File: config.mk
export PLATFORM = sky130hd
export DESIGN_NAME = regex_dot_star_matcher_core
export DESIGN_NICKNAME = d
export VERILOG_FILES = /design/src/design/rdsm_pkg.sv /design/src/design/rdsm_ram.sv /design/src/design/rdsm_ctrl.sv /design/src/design/rdsm_dp.sv /design/src/design/regex_dot_star_matcher_core.sv
export SDC_FILE = /design/constraint.sdc
export NUM_CORES = 1
export LEC_CHECK = 0
export ABC_AREA = 0
export BUFFER_PORTS_ARGS = -buffer_cell sky130_fd_sc_hd__buf_2
export CORE_MARGIN = 2
export CORE_UTILIZATION = 40
export DETAILED_ROUTE_END_ITERATION = 7
export PLACE_DENSITY = 0.52
export SYNTH_ARGS = -nofsm -noshare
export SYNTH_HDL_FRONTEND = slang
export SYNTH_SLANG_ARGS = --single-unit
export TNS_END_PERCENT = 30
File: constraint.sdc
create_clock -name clk -period 7.4 [get_ports clk]
set_input_delay 1.11 -clock clk [delete_from_list [all_inputs] [get_ports clk]]
set_output_delay 1.11 -clock clk [all_outputs]
set_load 0.1 [all_outputs]
File: src/design/rdsm_pkg.sv
// Package: constants, types and helpers shared by the regex dot-star matcher.
`timescale 1ns / 1ps
package rdsm_pkg;

  localparam int PAT_MAX = 32;
  localparam int PAT_AW  = $clog2(PAT_MAX);
  localparam int LEN_W   = $clog2(PAT_MAX + 1);
  localparam int CHAR_W  = 8;

  localparam logic [CHAR_W-1:0] CH_STAR = 8'h2A;
  localparam logic [CHAR_W-1:0] CH_DOT  = 8'h2E;

  localparam logic [1:0] MODE_LOAD  = 2'd0;
  localparam logic [1:0] MODE_START = 2'd1;
  localparam logic [1:0] MODE_TEXT  = 2'd2;

  typedef enum logic [1:0] {
    ST_IDLE,
    ST_PRIME,
    ST_SWEEP,
    ST_DONE
  } rdsm_state_t;

  typedef struct packed {
    logic accept;
    logic prime;
    logic step;
    logic load_out;
  } rdsm_cmd_t;

  typedef struct packed {
    logic sweep_go;
    logic last_col;
    logic out_busy;
  } rdsm_sts_t;

  function automatic logic byte_fits(input logic [CHAR_W-1:0] c,
                                     input logic [CHAR_W-1:0] p);
    return (c == p) || (p == CH_DOT);
  endfunction

endpackage

File: src/design/rdsm_ram.sv
// Generic single-write, single-read RAM with registered read data.
`timescale 1ns / 1ps
module rdsm_ram #(
  parameter int WIDTH = 8,
  parameter int DEPTH = 32
) (
  input  logic                     clk,
  input  logic                     wr_en,
  input  logic [$clog2(DEPTH)-1:0] wr_addr,
  input  logic [WIDTH-1:0]         wr_data,
  input  logic [$clog2(DEPTH)-1:0] rd_addr,
  output logic [WIDTH-1:0]         rd_data
);

  logic [WIDTH-1:0] mem [DEPTH];
  logic [WIDTH-1:0] rd_data_r;

  always_ff @(posedge clk) begin
    if (wr_en) begin
      mem[wr_addr] <= wr_data;
    end
    rd_data_r <= mem[rd_addr];
  end

  assign rd_data = rd_data_r;

endmodule

File: src/design/rdsm_ctrl.sv
// Controller: sequences accept, row prime, column sweep and result hand-off.
`timescale 1ns / 1ps
module rdsm_ctrl (
  input  logic                 clk,
  input  logic                 rst_n,
  input  logic                 in_tvalid,
  output logic                 in_tready,
  input  rdsm_pkg::rdsm_sts_t  sts,
  output rdsm_pkg::rdsm_cmd_t  cmd
);
  import rdsm_pkg::*;

  rdsm_state_t state_r, state_nxt;

  always_ff @(posedge clk) begin
    if (!rst_n) begin
      state_r <= ST_IDLE;
    end else begin
      state_r <= state_nxt;
    end
  end

  always_comb begin
    state_nxt = state_r;
    cmd       = '0;
    in_tready = 1'b0;
    unique case (state_r)
      ST_IDLE: begin
        in_tready = 1'b1;
        if (in_tvalid) begin
          cmd.accept = 1'b1;
          state_nxt  = ST_PRIME;
        end
      end
      ST_PRIME: begin
        cmd.prime = 1'b1;
        state_nxt = sts.sweep_go ? ST_SWEEP : ST_DONE;
      end
      ST_SWEEP: begin
        cmd.step = 1'b1;
        if (sts.last_col) begin
          state_nxt = ST_DONE;
        end
      end
      ST_DONE: begin
        // hold the result until the output register frees up
        if (!sts.out_busy) begin
          cmd.load_out = 1'b1;
          state_nxt    = ST_IDLE;
        end
      end
      default: state_nxt = ST_IDLE;
    endcase
  end

endmodule

File: src/design/rdsm_dp.sv
// Datapath: pattern store, match row, column update and output register.
`timescale 1ns / 1ps
module rdsm_dp (
  input  logic                 clk,
  input  logic                 rst_n,
  input  rdsm_pkg::rdsm_cmd_t  cmd,
  output rdsm_pkg::rdsm_sts_t  sts,
  input  logic [7:0]           in_tdata,
  input  logic [2:0]           in_tuser,
  output logic                 out_tvalid,
  input  logic                 out_tready,
  output logic [7:0]           out_tdata
);
  import rdsm_pkg::*;

  logic [1:0]        mode_r;
  logic [CHAR_W-1:0] char_r;
  logic [LEN_W-1:0]  len_r;
  logic [LEN_W-1:0]  col_r;
  logic [PAT_MAX:0]  row_r, row_nxt;
  logic              old_prev_r;
  logic [CHAR_W-1:0] prev_p_r;
  logic              st_r;
  logic              out_valid_r;
  logic              out_match_r;
  logic              out_status_r;

  logic              wr_en;
  logic [PAT_AW-1:0] wr_addr;
  logic [PAT_AW-1:0] rd_addr;
  logic [CHAR_W-1:0] p;
  logic              in_first;
  logic [1:0]        in_mode;
  logic              is_build;
  logic              is_row_mode;
  logic              j_ge2;
  logic              rm2;
  logic              v;

  assign in_mode  = in_tuser[1:0];
  assign in_first = in_tuser[2];

  // store the byte unless the store is full and this load does not restart it
  assign wr_en   = cmd.accept && (in_mode == MODE_LOAD) &&
                   (in_first || (len_r < LEN_W'(PAT_MAX)));
  assign wr_addr = in_first ? '0 : len_r[PAT_AW-1:0];
  assign rd_addr = cmd.prime ? '0 : col_r[PAT_AW-1:0];

  rdsm_ram #(
    .WIDTH (CHAR_W),
    .DEPTH (PAT_MAX)
  ) u_store (
    .clk     (clk),
    .wr_en   (wr_en),
    .wr_addr (wr_addr),
    .wr_data (in_tdata),
    .rd_addr (rd_addr),
    .rd_data (p)
  );

  assign is_build    = (mode_r == MODE_LOAD) || (mode_r == MODE_START);
  assign is_row_mode = is_build || (mode_r == MODE_TEXT);
  assign j_ge2       = col_r >= LEN_W'(2);
  assign rm2         = j_ge2 ? row_r[col_r - LEN_W'(2)] : 1'b0;

  always_comb begin
    v = 1'b0;
    if (is_build) begin
      v = (p == CH_STAR) && rm2;
    end else if (p != CH_STAR) begin
      v = old_prev_r && byte_fits(char_r, p);
    end else if (j_ge2) begin
      v = byte_fits(char_r, prev_p_r) ? (rm2 || row_r[col_r] || old_prev_r) : rm2;
    end
  end

  always_comb begin
    row_nxt = row_r;
    if (cmd.prime && is_row_mode) begin
      row_nxt[0] = is_build;
    end else if (cmd.step) begin
      row_nxt[col_r] = v;
    end
  end

  always_ff @(posedge clk) begin
    if (!rst_n) begin
      len_r       <= '0;
      row_r       <= {{PAT_MAX{1'b0}}, 1'b1};
      out_valid_r <= 1'b0;
    end else begin
      if (wr_en) begin
        len_r <= LEN_W'(wr_addr) + LEN_W'(1);
      end
      row_r <= row_nxt;
      if (cmd.load_out) begin
        out_valid_r <= 1'b1;
      end else if (out_tready) begin
        out_valid_r <= 1'b0;
      end
    end
  end

  always_ff @(posedge clk) begin
    if (cmd.accept) begin
      mode_r <= in_mode;
      char_r <= in_tdata;
      st_r   <= (in_mode == MODE_LOAD) && !in_first && (len_r >= LEN_W'(PAT_MAX));
    end
    if (cmd.prime) begin
      col_r      <= LEN_W'(1);
      old_prev_r <= row_r[0];
    end else if (cmd.step) begin
      col_r      <= col_r + LEN_W'(1);
      old_prev_r <= row_r[col_r];
      prev_p_r   <= p;
    end
    if (cmd.load_out) begin
      out_match_r  <= ((mode_r == MODE_START) || (mode_r == MODE_TEXT)) && row_r[len_r];
      out_status_r <= st_r;
    end
  end

  assign sts.sweep_go = is_row_mode && (len_r != '0);
  assign sts.last_col = col_r == len_r;
  assign sts.out_busy = out_valid_r && !out_tready;

  assign out_tvalid = out_valid_r;
  assign out_tdata  = {6'b0, out_status_r, out_match_r};

endmodule

File: src/design/regex_dot_star_matcher_core.sv
// Top level of the regex dot-star whole-string matcher.
`timescale 1ns / 1ps
// Usage:
//   Input beats carry a byte in in_tdata and a kind in in_tuser: load a
//   pattern byte ('.' matches any byte, '*' repeats the preceding element),
//   start a new text, or feed one text byte. Set first on a load to clear
//   the stored pattern before appending. Every input beat yields exactly one
//   output beat: match (text so far fully matches the pattern, 0 on loads)
//   and status (pattern store full, byte dropped).
//   Flow: an accepted beat primes the match row, then the sweep visits
//   pattern columns 1..len, where len is the pattern length after the
//   beat (0..32; no sweep for the unused kind), one pattern column per
//   cycle through the single read port of the pattern store; the result
//   then goes to the output register. One item is worked on at a time; a
//   new beat is taken while the previous result still waits at the output.
//   Reset: pattern length clears to zero and the match row to the
//   empty-text state; the pattern store contents are left as they are.
//   A stalled receiver holds the result in the output register and the
//   block waits before handing off the next one.
module regex_dot_star_matcher_core (
  input  logic       clk,
  input  logic       rst_n,
  input  logic       in_tvalid,
  output logic       in_tready,
  input  logic [7:0] in_tdata,   // [7:0] char_value
  input  logic [2:0] in_tuser,   // [1:0] mode, [2] first
  output logic       out_tvalid,
  input  logic       out_tready,
  output logic [7:0] out_tdata   // [0] match, [1] status, [7:2] zero
);
  import rdsm_pkg::*;

  rdsm_cmd_t cmd;
  rdsm_sts_t sts;

  rdsm_ctrl u_ctrl (
    .clk       (clk),
    .rst_n     (rst_n),
    .in_tvalid (in_tvalid),
    .in_tready (in_tready),
    .sts       (sts),
    .cmd       (cmd)
  );

  rdsm_dp u_dp (
    .clk        (clk),
    .rst_n      (rst_n),
    .cmd        (cmd),
    .sts        (sts),
    .in_tdata   (in_tdata),
    .in_tuser   (in_tuser),
    .out_tvalid (out_tvalid),
    .out_tready (out_tready),
    .out_tdata  (out_tdata)
  );

endmodule

[Word-level counts from Yosys, hierarchy flattened]
Memory sizes are Yosys's and may differ from the RTL's. A register that Yosys moved wholly into a read port is not among the register bits.
Index checks and enable logic that the tools add are counted.
Storage, ports and cells
  bits of input ports: 15
  output and inout port bits: 10
  word-level logic and storage cells: 108
  memory bits (writable): 256
  bits in registers: 70
  bits in latches: 0
  memories: 1
  memory bits (read-only): 0
Operators by class
  multiply operators: 0
  reductions and logical operators: 31
  $add $sub $neg: 3
  bitwise gates (word level): 2
  shift operators: 0
  $lt $le $gt $ge: 7
  multiplexer cells: 36
  equal/unequal tests: 15
  divide/modulo/power cells: 0
Memories
  u_dp.u_store.mem: depth 32, bits a word 8, read ports 1, clocked after memory_dff 1, write ports 1, RTL line rdsm_ram.sv:15  | logic [WIDTH-1:0] mem [DEPTH];
Operators with widths (count)
  bitwise mux 33 bit: 1
  2-to-1 mux 1 bit: 25
  equality test 8 x 6 -> 1 bit, second input constant: 3
  < comparator 6 x 7 -> 1 bit, second input constant: 3
  binary-select mux 1 bit (select 6 bit): 3
  equality test 8 bit: 2
  logical AND 1 bit: 11
  2-to-1 mux 5 bit: 2
  logical OR 1 bit: 8
  != test 8 x 6 -> 1 bit, second input constant: 1
  case mux 2 bit (4 select lines): 1
  adder 5 x 1 -> 6 bit, second input constant: 1
  adder 6 x 1 -> 6 bit, second input constant: 1
  demux 1 bit (select 6 bit): 1
  equality test 2 bit, second input constant: 3
  equality test 6 bit: 1
  greater-or-equal comparator 6 x 1 -> 1 bit, second input constant: 1
  greater-or-equal comparator 6 x 2 -> 1 bit, second input constant: 1
  greater-or-equal comparator 6 bit, second input constant: 1
  zero test 2 bit: 3
  < comparator 6 bit, second input constant: 1
  2-to-1 mux 2 bit: 3
  != test 2 bit, second input constant: 3
  nonzero test 2 bit: 3
  other kinds (7): 11

[Longest topological paths before layout]
  word-level depth: 13
  mapped depth: 11
  gate-level depth less buffers: 8

[By module]
Synthesis repeated with hierarchy kept, for this count alone.
Unflattened totals
  cells, all modules: 912
  area, all modules: 14791.7 µm²
By module, submodules not included
  rdsm_ram: sequential area each 7847.5 µm², area each 10053.4 µm², instances 1, cells an instance 417
  rdsm_dp: sequential area each 1581.5 µm², area each 4545.6 µm², instances 1, cells an instance 474
  rdsm_ctrl: sequential area each 40.0 µm², area each 192.7 µm², instances 1, cells an instance 21

[Least setup slack after synthesis]
Ideal clock, no wire load.
  path type: flip-flop to flip-flop
  from: reg u_ctrl.state_r[0]
  to: mem u_dp.u_store.mem[31][0] (enable)
  cell stages (with the launch flop): 10
  setup time: 0.370 ns
  required time: 7.030 ns
  buffers on the path: 2
  clock period less this slack: 3.523 ns
  slack: 3.877 ns
  data arrival time: 3.153 ns
  cell sequence: dfxtp_1 inv_1 ha_1 and2_1 nor3b_1 and2_1 buf_2 nand2_1 clkbuf_1 nor2_1
RTL lines
  start, declared: RTL line rdsm_ctrl.sv:13  | rdsm_state_t state_r, state_nxt;
  start signal, assigned: RTL line rdsm_ctrl.sv:19  | state_r <= state_nxt;
  end, declared: RTL line rdsm_ram.sv:15

[Worst setup path in the final report]
  from: reg u_dp.col_r[2]
  to: reg u_dp.row_r[4]
Between the ends
  cells in the longest elaborated chain, start to end: 11
  elaborated cells between the ends (all ways): 20
  those cells by class: 1 x add/sub; 3 x order compare; 12 x mux; 4 x reduce/logical
RTL lines
  start, declared: RTL line rdsm_dp.sv:19  | logic [LEN_W-1:0] col_r;
  start signal, assigned: RTL line rdsm_dp.sv:114  | col_r <= col_r + LEN_W'(1);
  subtractor 6 x 2 -> 6 bit: RTL line rdsm_dp.sv:64  | assign rm2 = j_ge2 ? row_r[col_r - LEN_W'(2)] : 1'b0;
  binary-select mux 1 bit (select 6 bit): RTL line rdsm_dp.sv:64
  2-to-1 mux 1 bit (not written as such): RTL line rdsm_dp.sv:64
  2-to-1 mux 1 bit: RTL line rdsm_dp.sv:64
  logical OR 1 bit (2 in series): RTL line rdsm_dp.sv:73  | v = byte_fits(char_r, prev_p_r) ? (rm2 || row_r[col_r] || old_prev_r) : rm2;
  2-to-1 mux 1 bit: RTL line rdsm_dp.sv:73
  2-to-1 mux 1 bit: RTL line rdsm_dp.sv:72  | end else if (j_ge2) begin
  2-to-1 mux 1 bit: RTL line rdsm_dp.sv:70  | end else if (p != CH_STAR) begin
  2-to-1 mux 1 bit: RTL line rdsm_dp.sv:68  | if (is_build) begin
  bitwise mux 33 bit (*): RTL line rdsm_dp.sv:82  | row_nxt[col_r] = v;
  end signal, assigned: RTL line rdsm_dp.sv:89  | row_r <= {{PAT_MAX{1'b0}}, 1'b1};
  end signal, assigned: RTL line rdsm_dp.sv:95  | row_r <= row_nxt;
  end, declared: RTL line rdsm_dp.sv:20  | logic [PAT_MAX:0] row_r, row_nxt;
Mark *: on every way between the ends. The rest lies on a longest branch, timed or not. The select of a mux whose other input is x is not followed.
A chain may end at the register's enable or synchronous reset.

==> results.yml <==
status:
  status: "complete, no violations"
placement:
  port-buffer-count: 18
  gp_congestion: 0.789
  hpwl_mm: 24.0
global_route:
  grt_max_degree: 76
  grt_pass1_wl_mm: 57.8
  antenna_found_initial: 0
  grt_pass1_vias: 8888
  gr-usage-all-layers: 0.201
  overflow: 0
finish:
  diodes: 0
  fillers: 3218
  area_growth_pct: 10.9
  drive_gt1_frac: 0.166
  finalNetCount: 1055
clocking:
  cts_resized: 0
  cts_tree: "done"
  root_buffer: "clkbuf_16"
  cts_hold_buffers: 0
  clk_latency_ns: 0.53
  clkTransAtPathRegs_ns: 0.06
  cts.sinks: 334
  numCtsBuffers: 37
  postCtsSetupBuffers: 0
  clock_path_buffers: 3
  htree_levels: 2
sta:
  setup_viol: 0
  fin_crit_ns: 3.76
  period_share: 0.508
  grt_setup_unrepaired: "no"
  clock_skew_ns: 0.0191
  slew_violations: 0
  max_slew.worst_pin.slew_ns: 1.17
  fmax_mhz: 266
  finalHoldViolations: 0
  max_slew_margin: 0.220
  setup_tns_ns: 0
  holdWs_ns: 0.420
floorplan:
  die_h_um: 197
  io_pins: 25
  die_w_um: 197
  initial_core_util: 0.408
  dieArea_mm2: 0.0389
  core-area_mm2: 0.0367
  fp-row-count: 70
critical_path:
  end_kind: "register"
  cp.arrival_ns: 4.20
  reg2reg_from: "u_dp.col_r[2]"
  max_stage_delay_ns: 0.93
  slowest_stage: "dfxtp_1"
  cp.required_ns: 7.84
  reg2reg_depth: 8
  cp-endpoint: "u_dp.row_r[4]"
  crit_chain: "inv_1, ha_1, mux4_2, mux2i_1, a22oi_2, and4_1, a31oi_1, o21ai_0"
  setup.worst_path.start: "u_dp.col_r[2]"
  critPathKind: "register to register"
  reg2reg_slack_ns: 3.64
  r2r-end: "u_dp.row_r[4]"
  critPathLaunchType: "register"
  worst-path-max-fanout: 25
power_and_ir_drop:
  internal_power_w: 0.00380
  pwr-share-clk: 0.347
  p_total_w: 0.00544
  p_sw_w: 0.00165
  p_leak_nw: 5.33
  swShare: 0.303
  comb_power_share: 0.244
  power_density_mw_per_mm2: 328
  vdd_drop_max_uv: 179
  pwr-share-seq: 0.409
yosys:
  synth_edf_count: 278
  ys_async_sr_fraction: 0
  synth_largest_area_cell: "edfxtp_1"
  synth.most_common_cell: "edfxtp_1"
  netlist.area_leader.share: 0.558
  ys_top_cells_by_count: "edfxtp_1 (278), mux4_2 (70), nand2_1 (60), clkbuf_1 (56), dfxtp_1 (56)"
  seq_area_frac_synth: 0.633
  synth-seq-cells: 334
  synth_area_leaders: "edfxtp_1 (56%), mux4_2 (11%), dfxtp_1 (7.5%)"
  ys_types: 54
  synth_area_mm2: 0.0150
  synth_ff_type: "edfxtp_1"
  syn_area_per_cell_um2: 14.3
  synthCells: 1043
  yosys_warnings: 0
hold_path:
  hp-class: "register to register"
routing:
  num_vias: 9058
  dr.pass1.iters: 5
  remaining_drc_errors: 0
  routed_wl_mm: 38.4
  via_per_inst: 5.97
  first_iter_violations: 962
  wl_per_cell_um: 25.3
  ant_nets: 0
flow_run:
  cap_violations: 0
how the worst min path moves through the flow:
stage,start,endpoint,slack [ns],cells past startpoint
global route,u_dp.st_r,u_dp.out_status_r,0.42,0
global placement,u_dp.st_r,u_dp.out_status_r,0.40,0
finish,u_dp.st_r,u_dp.out_status_r,0.42,0
floorplan,u_dp.st_r,u_dp.out_status_r,0.40,0
detailed placement,u_dp.st_r,u_dp.out_status_r,0.41,0
CTS,u_dp.st_r,u_dp.out_status_r,0.42,0
critical path, delay by kind of cell (launching register included):
kind	cells	cell delay [ns]
fa+ha+maj	1	0.59
compound gates	3	1.10
simple gates	1	0.32
buf+inv	1	0.37
flops	1	0.93
mux	2	0.35
power by group through the flow:
stage / clock (W) / sequential [W] / combinational, W
CTS: 0.00192 / 0.00223 / 0.00133
finish: 0.00189 / 0.00223 / 0.00133
floorplan: 0 / 0.00221 / 0.000999
global placement: 0 / 0.00227 / 0.00133
global route: 0.00200 / 0.00224 / 0.00143
detailed placement: 0 / 0.00227 / 0.00133
placed cells by master, fill, tap and decap left out, types with 3 or more instances in the layout:
cell	count
nand2b_1	7
nand4_1	6
bufinv_16	5
buf_4	13
mux4_2	70
nor4_1	10
and4_1	23
nand4_2	3
or3_1	4
xnor2_1	6
nand3_1	12
clkbuf_16	39
conb_1	6
a21oi_1	29
nand2_1	60
nor2_1	55
a31oi_1	26
mux2_2	12
and2_1	4
nor2b_1	16
clkinv_1	9
o21ai_1	14
inv_1	14
and2_0	4
edfxtp_1	278
o221ai_1	32
a41oi_1	10
dfxtp_1	55
mux2i_1	13
nor3_1	9
xor2_1	21
clkbuf_1	7
buf_2	18
and3_1	16
o22ai_1	34
o31a_1	3
ha_1	17
o21ai_0	55
sequential cells by signal, indices dropped and copies added, names as in the netlist:
| signal | count |
|---|---|
| u_dp.out_status_r | 1 |
| u_dp.char_r | 8 |
| u_dp.out_tvalid | 1 |
| u_dp.out_match_r | 1 |
| u_ctrl.state_r | 2 |
| u_dp.old_prev_r | 1 |
| u_dp.row_r | 33 |
| u_dp.u_store.rd_data | 8 |
| u_dp.mode_r | 2 |
| u_dp.u_store.mem | 256 |
| u_dp.prev_p_r | 8 |
| u_dp.len_r | 6 |
| u_dp.col_r | 6 |
| u_dp.st_r | 1 |
final cells by class:
| cell class | count | area, µm² | share of cell area |
|---|---|---|---|
| sequential | 334 | 9470 | 0.571 |
| inverter | 14 | 52.6 | 0.00317 |
| timing repair buffer | 31 | 188 | 0.0113 |
| multi-input combinational | 605 | 5040 | 0.304 |
| clock buffer | 47 | 1020 | 0.0613 |
| clock inverter | 18 | 230 | 0.0139 |
| tap | 468 | 586 | 0.0353 |
through the flow:
stage	instances	util	worst slack (ns)	cell area (µm²)
3_5_place_dp	1452	0.418	3.32	15300
2_1_floorplan	1048	-	3.88	15000
3_3_place_gp	1452	0.418	3.41	15300
5_1_grt	1517	0.452	3.39	16600
4_1_cts	1517	0.452	3.66	16600
6_report	1517	0.452	3.64	16600
kinds of logic after synthesis:
family                     count (synthesis)  synth area share
DFF                                      334             0.633
and+or+nand+nor                          238            0.0845
AOI/OAI and AO/OA                        222            0.0954
buffers and inverters                    109            0.0335
muxes                                     95             0.123
xor gates and xnor gates                  27            0.0158
adders and majority gates                 17            0.0142
other                                      1          0.000251
layer usage:
layer  vias to the layer above  track usage  wire (µm)
li1                       4088            -          -
met1                      4597        0.297      17600
met2                       318        0.311      17800
met3                        55       0.0292       2210
met4                         0       0.0518        798
met5                         -            0          0
Power figures use the tool's default switching activity.
